**config.mk**
```make
export PLATFORM = sky130hd
export DESIGN_NAME = wpe_ctrl
export DESIGN_NICKNAME = d
export VERILOG_FILES = /design/src/wpe_pkg.sv /design/src/wpe_ctrl.sv
export SDC_FILE = /design/constraint.sdc
export NUM_CORES = 1
export LEC_CHECK = 0
export ABC_AREA = 1
export BUFFER_PORTS_ARGS = -buffer_cell sky130_fd_sc_hd__buf_2
export CORE_AREA = 2 2 39 41
export DETAILED_ROUTE_END_ITERATION = 12
export DIE_AREA = 0 0 41 43
export PLACE_DENSITY = 0.57
export SKIP_CTS_REPAIR_TIMING = 1
export SLEW_MARGIN = 25
export SYNTH_ARGS = -nofsm -noshare
export SYNTH_HDL_FRONTEND = slang
export SYNTH_SLANG_ARGS = --single-unit
```
**constraint.sdc**
```tcl
create_clock -name clk_i -period 1.87 [get_ports clk_i]
set_input_delay 0.2805 -clock clk_i [delete_from_list [all_inputs] [get_ports clk_i]]
set_output_delay 0.2805 -clock clk_i [all_outputs]
set_load 0.01 [all_outputs]
```
**src/wpe_pkg.sv**
```systemverilog
`timescale 1ns / 1ps

package wpe_pkg;

  // Field and register widths.
  localparam int SAMPLE_W   = 16;
  localparam int POWER_W    = 41;
  localparam int BS_W       = 7;
  localparam int HOP_W      = 11;
  localparam int CFG_IDX_W  = 2;
  localparam int CFG_DATA_W = 11;
  localparam int ROM_W      = 32;

  // Defaults for the top-level parameters.
  localparam int WINDOW_SIZE_DEF = 1024;
  localparam int MAX_OVERLAP_DEF = 32;
  localparam int MAX_BLOCK_DEF   = 64;

  // Register reset values.
  localparam logic [BS_W-1:0]  BLOCK_SIZE_RST = 7'd64;
  localparam logic [HOP_W-1:0] HOP_RST        = 11'd512;

  // Register indexes on the configuration channel.
  localparam logic [CFG_IDX_W-1:0] CFG_IDX_BLOCK_SIZE = 2'd0;
  localparam logic [CFG_IDX_W-1:0] CFG_IDX_HOP        = 2'd1;

  localparam logic [POWER_W-1:0] SUM_MAX = {POWER_W{1'b1}};

  // Pi in unsigned Q2.30 and the divisors (2k)(2k+1) of the sine series.
  localparam logic [63:0] PI_Q30 = 64'hC90F_DAA2;
  localparam logic [63:0] SER_DIV [7] = '{64'd6, 64'd20, 64'd42, 64'd72,
                                          64'd110, 64'd156, 64'd210};

  // Commands from the controller to the datapath.
  typedef struct packed {
    logic start;
    logic square;
    logic issue;
    logic blk_end;
    logic emit_rd;
    logic emit_ld;
    logic sh_start;
    logic sh_step;
    logic sh_stop;
  } wpe_cmd_t;

  // Status from the datapath to the controller.
  typedef struct packed {
    logic issue_done;
    logic pipe_busy;
    logic blk_last;
    logic phase_wrap;
    logic out_full;
    logic sh_more;
  } wpe_status_t;

  // Truncated Taylor series for the sine in Q2.30, used only to build the window table.
  function automatic logic [63:0] sine_q30(input logic [63:0] x);
    logic [63:0] x2;
    logic [63:0] term;
    logic [63:0] sum;
    x2   = (x * x) >> 30;
    term = x;
    sum  = x;
    for (int k = 1; k <= 7; k++) begin
      term = (term * x2) >> 30;
      term = term / SER_DIV[k-1];
      if ((k % 2) == 1) begin
        sum = (sum >= term) ? sum - term : 64'd0;
      end else begin
        sum = sum + term;
      end
    end
    if (sum > (64'd1 << 30)) begin
      sum = 64'd1 << 30;
    end
    return sum;
  endfunction

endpackage

```
**src/wpe_ctrl.sv**
```systemverilog
`timescale 1ns / 1ps

module wpe_ctrl import wpe_pkg::*; (
  input  logic        clk_i,
  input  logic        rst_ni,
  input  logic        in_valid_i,
  output logic        in_ready_o,
  input  wpe_status_t status_i,
  output wpe_cmd_t    cmd_o
);

  typedef enum logic [2:0] {
    S_IDLE,
    S_SQUARE,
    S_ACC,
    S_DRAIN,
    S_EMIT_WAIT,
    S_EMIT_LD,
    S_SHIFT
  } state_e;

  state_e state_q, state_d;
  logic   rdy_q;

  always_comb begin
    state_d = state_q;
    cmd_o   = '0;
    case (state_q)
      S_IDLE: begin
        if (in_valid_i && rdy_q) begin
          cmd_o.start = 1'b1;
          state_d     = S_SQUARE;
        end
      end
      S_SQUARE: begin
        cmd_o.square = 1'b1;
        state_d      = S_ACC;
      end
      S_ACC: begin
        if (status_i.issue_done) begin
          state_d = S_DRAIN;
        end else begin
          cmd_o.issue = 1'b1;
        end
      end
      S_DRAIN: begin
        if (!status_i.pipe_busy) begin
          cmd_o.blk_end = 1'b1;
          if (status_i.blk_last && status_i.phase_wrap) begin
            state_d = S_EMIT_WAIT;
          end else begin
            state_d = S_IDLE;
          end
        end
      end
      S_EMIT_WAIT: begin
        if (!status_i.out_full) begin
          cmd_o.emit_rd = 1'b1;
          state_d       = S_EMIT_LD;
        end
      end
      S_EMIT_LD: begin
        cmd_o.emit_ld  = 1'b1;
        cmd_o.sh_start = 1'b1;
        state_d        = S_SHIFT;
      end
      S_SHIFT: begin
        if (status_i.sh_more) begin
          cmd_o.sh_step = 1'b1;
        end else begin
          cmd_o.sh_stop = 1'b1;
          state_d       = S_IDLE;
        end
      end
      default: begin
        state_d = S_IDLE;
      end
    endcase
  end

  always_ff @(posedge clk_i or negedge rst_ni) begin
    if (!rst_ni) begin
      state_q <= S_IDLE;
      rdy_q   <= 1'b1;
    end else begin
      state_q <= state_d;
      rdy_q   <= (state_d == S_IDLE);
    end
  end

  assign in_ready_o = rdy_q;

endmodule

```
==> flow_metrics.py <==
metrics = {
    "grt": {
        "grtUsageMet3_pct": 3.14,
        "gr-usage-met2_pct": 15.3,
        "grt_pass1_vias": 294,
        "use_met1_pct": 9.12,
        "grt_usage_pct": 9.27,
        "overflow": 0,
        "grt_pass1_wl_um": 1080,
        "grt_max_degree": 9,
        "antenna_found_initial": 0,
        "busiest_layer": "met2",
    },
    "sta": {
        "post-route-period-util_pct": 77.3,
        "setup_viol_count_final": 0,
        "rsz0062_at_grt": "no",
        "relSlewSlack_pct": 83.4,
        "setup_ws_ns": 0.424,
        "fmax_ghz": 0.691,
        "setup_tns_ns": 0,
        "finalMaxSlewViolations": 0,
        "whs_ns": 0.332,
        "timing.final.hold_violations": 0,
        "tightest_slew_ns": 0.249,
        "finalCriticalPeriod_ns": 1.45,
        "finClkSkew_ns": 0.00846,
    },
    "placed_design": {
        "dp_cells": 75,
        "dp_hpwl_um": 565,
        "io_buffer_count": 18,
        "place.gp.congestion": 0.702,
        "pre_cts_slack_ns": 0.666,
    },
    "pwr": {
        "powerDensity_nw_per_um2": 1410,
        "ir_drop_uv": 588,
        "leakagePower_nw": 0.295,
    },
    "critical_path": {
        "critical_path_class": "register to output port",
        "reg2reg_from": "state_q[0]$_DFF_PN0_",
        "cp_data_required_time_ns": 1.59,
        "cp-end-kind": "output port",
        "reg2reg_depth": 6,
        "reg2reg_slack_ns": 0.78,
        "path_max_fanout": 7,
        "r2r-end": "in_ready_o$_DFF_PN1_",
        "arrival_ns": 1.17,
        "crit_path_start_kind": "register",
    },
    "die": {
        "start_util_pct": 21.6,
        "dieArea_um2": 1760,
        "die_w_um": 41,
        "pin_count": 19,
        "die_height_um": 43,
        "rows": 14,
        "core_um2": 1380,
    },
    "min_path": {
        "hold_depth": 3,
        "worst_hold_path_type": "input port to register",
        "whs_endpoint": "state_q[2]$_DFF_PN0_",
        "hp-start": "status_i[2]",
    },
    "cts": {
        "cts_buffers": 3,
        "cts_tree": "yes",
        "clkLatencyLatePin_ns": 0.23,
        "clock_path_buffers": 2,
        "cts.sinks": 4,
        "cts-root-buf": "clkbuf_4",
        "path_clk_slew_ns": 0.04,
        "h-tree-depth": 1,
    },
    "logic_synthesis": {
        "syn_inst": 44,
        "synth.distinct_cells": 14,
        "avgSynthCellArea_um2": 6.80,
        "synth-seq-area-share_pct": 33.9,
        "synth_area_um2": 299,
        "syn_nets": 53,
        "ys_warn_count": 0,
        "ys_ff_latch": 4,
    },
    "layout": {
        "areaGrowthSynthToFinish_pct": 41.4,
        "fillCellCount": 173,
        "fin_util_pct": 30.6,
        "finalNonFillerCells": 80,
        "nets": 74,
        "antenna_cells": 0,
        "drive_above_1_share_pct": 45.3,
    },
    "routing": {
        "dr_total_vias": 331,
        "drt_iter0_drc": 1,
        "wl_um": 642,
        "drcViolationCount": 0,
        "first_pass_iters": 3,
        "wire_per_inst_um": 8.03,
        "via_per_inst": 4.14,
        "ant_nets": 0,
    },
    "outcome": {
        "status": "finished clean",
    },
    "job": {
        "max-cap-violations": 0,
    },
}
==> through the flow <==
stage,instance area (um2),power [W]
2_1_floorplan,299,0.000426
3_3_place_gp,387,0.000491
3_5_place_dp,387,0.000488
4_1_cts,413,0.000611
5_1_grt,423,0.000668
6_report,423,0.000597
==> layout make-up <==
class | instances | area, um2 | share of cell area [%]
multi-input cells | 26 | 134 | 31.7
flip-flops and latches | 4 | 101 | 24.0
repair buffers | 19 | 100 | 23.7
inverters | 11 | 41.3 | 9.76
clock buffers | 4 | 26.3 | 6.21
well taps | 16 | 20.0 | 4.73
==> placed cells by master, fill, tap and decap left out, drive strengths merged <==
master and count:
nand3 6, nor4 1, dlygate4sd3 1, nand4 3, nor3 2, nand3b 1, clkbuf 4, buf 18
dfstp 1, inv 11, dfrtp 3, nor2 6, nand2 7
==> synthesized netlist by cell type <==
| master | instances | area, um2 |
|---|---|---|
| buf_4 | 3 | 22.5 |
| dfrtp_1 | 3 | 75.1 |
| dfstp_2 | 1 | 26.3 |
| inv_1 | 8 | 30.0 |
| inv_2 | 3 | 11.3 |
| nand2_1 | 7 | 26.3 |
| nand3_1 | 6 | 30.0 |
| nand3b_1 | 1 | 7.51 |
| nand4_1 | 3 | 18.8 |
| nor2_1 | 3 | 11.3 |
| nor2_2 | 3 | 18.8 |
| nor3_1 | 1 | 5.00 |
| nor3_2 | 1 | 10.0 |
| nor4_1 | 1 | 6.26 |
==> power breakdown <==
group | internal (W) | switching [W]
combinational | 0.000113 | 0.000173
sequential | 0.000136 | 0.0000596
clock | 0.0000801 | 0.0000354
total | 0.000329 | 0.000268
==> critical path, cell delays in order, from the launching register on <==
cell     delay [ns]
dfrtp_1        0.44
inv_2          0.10
nor4_1         0.21
buf_2          0.17
==> sequential cells by signal (all words and copies together), names as in the netlist <==
signal,count
state_q,3
in_ready_o,1
==> how the worst max path moves through the flow <==
stage	start	to	slack (ns)	cells past startpoint
after CTS	state_q[2]$_DFF_PN0_	cmd_o[0]	0.40	3
after global routing	state_q[1]$_DFF_PN0_	cmd_o[8]	0.31	4
after global placement	state_q[2]$_DFF_PN0_	cmd_o[0]	0.65	3
after detailed placement	state_q[2]$_DFF_PN0_	cmd_o[0]	0.67	3
final	state_q[2]$_DFF_PN0_	cmd_o[0]	0.42	3
after floorplan	state_q[0]$_DFF_PN0_	cmd_o[0]	0.66	2
==> layer usage <==
metal	share of wire [%]	vias to the layer above
met5	0	-
met3	7.0	0
li1	-	176
met1	37	147
met2	56	8
met4	0	0
==> cells by family (layout without fill, tap and decap cells) <==
| kind of cell | Yosys count | in the layout | share of synthesized area (%) |
|---|---|---|---|
| flops | 4 | 4 | 33.9 |
| buf+inv | 14 | 34 | 21.3 |
| simple gates | 26 | 26 | 44.8 |
Note: power is estimated with default switching activity, not from simulation.
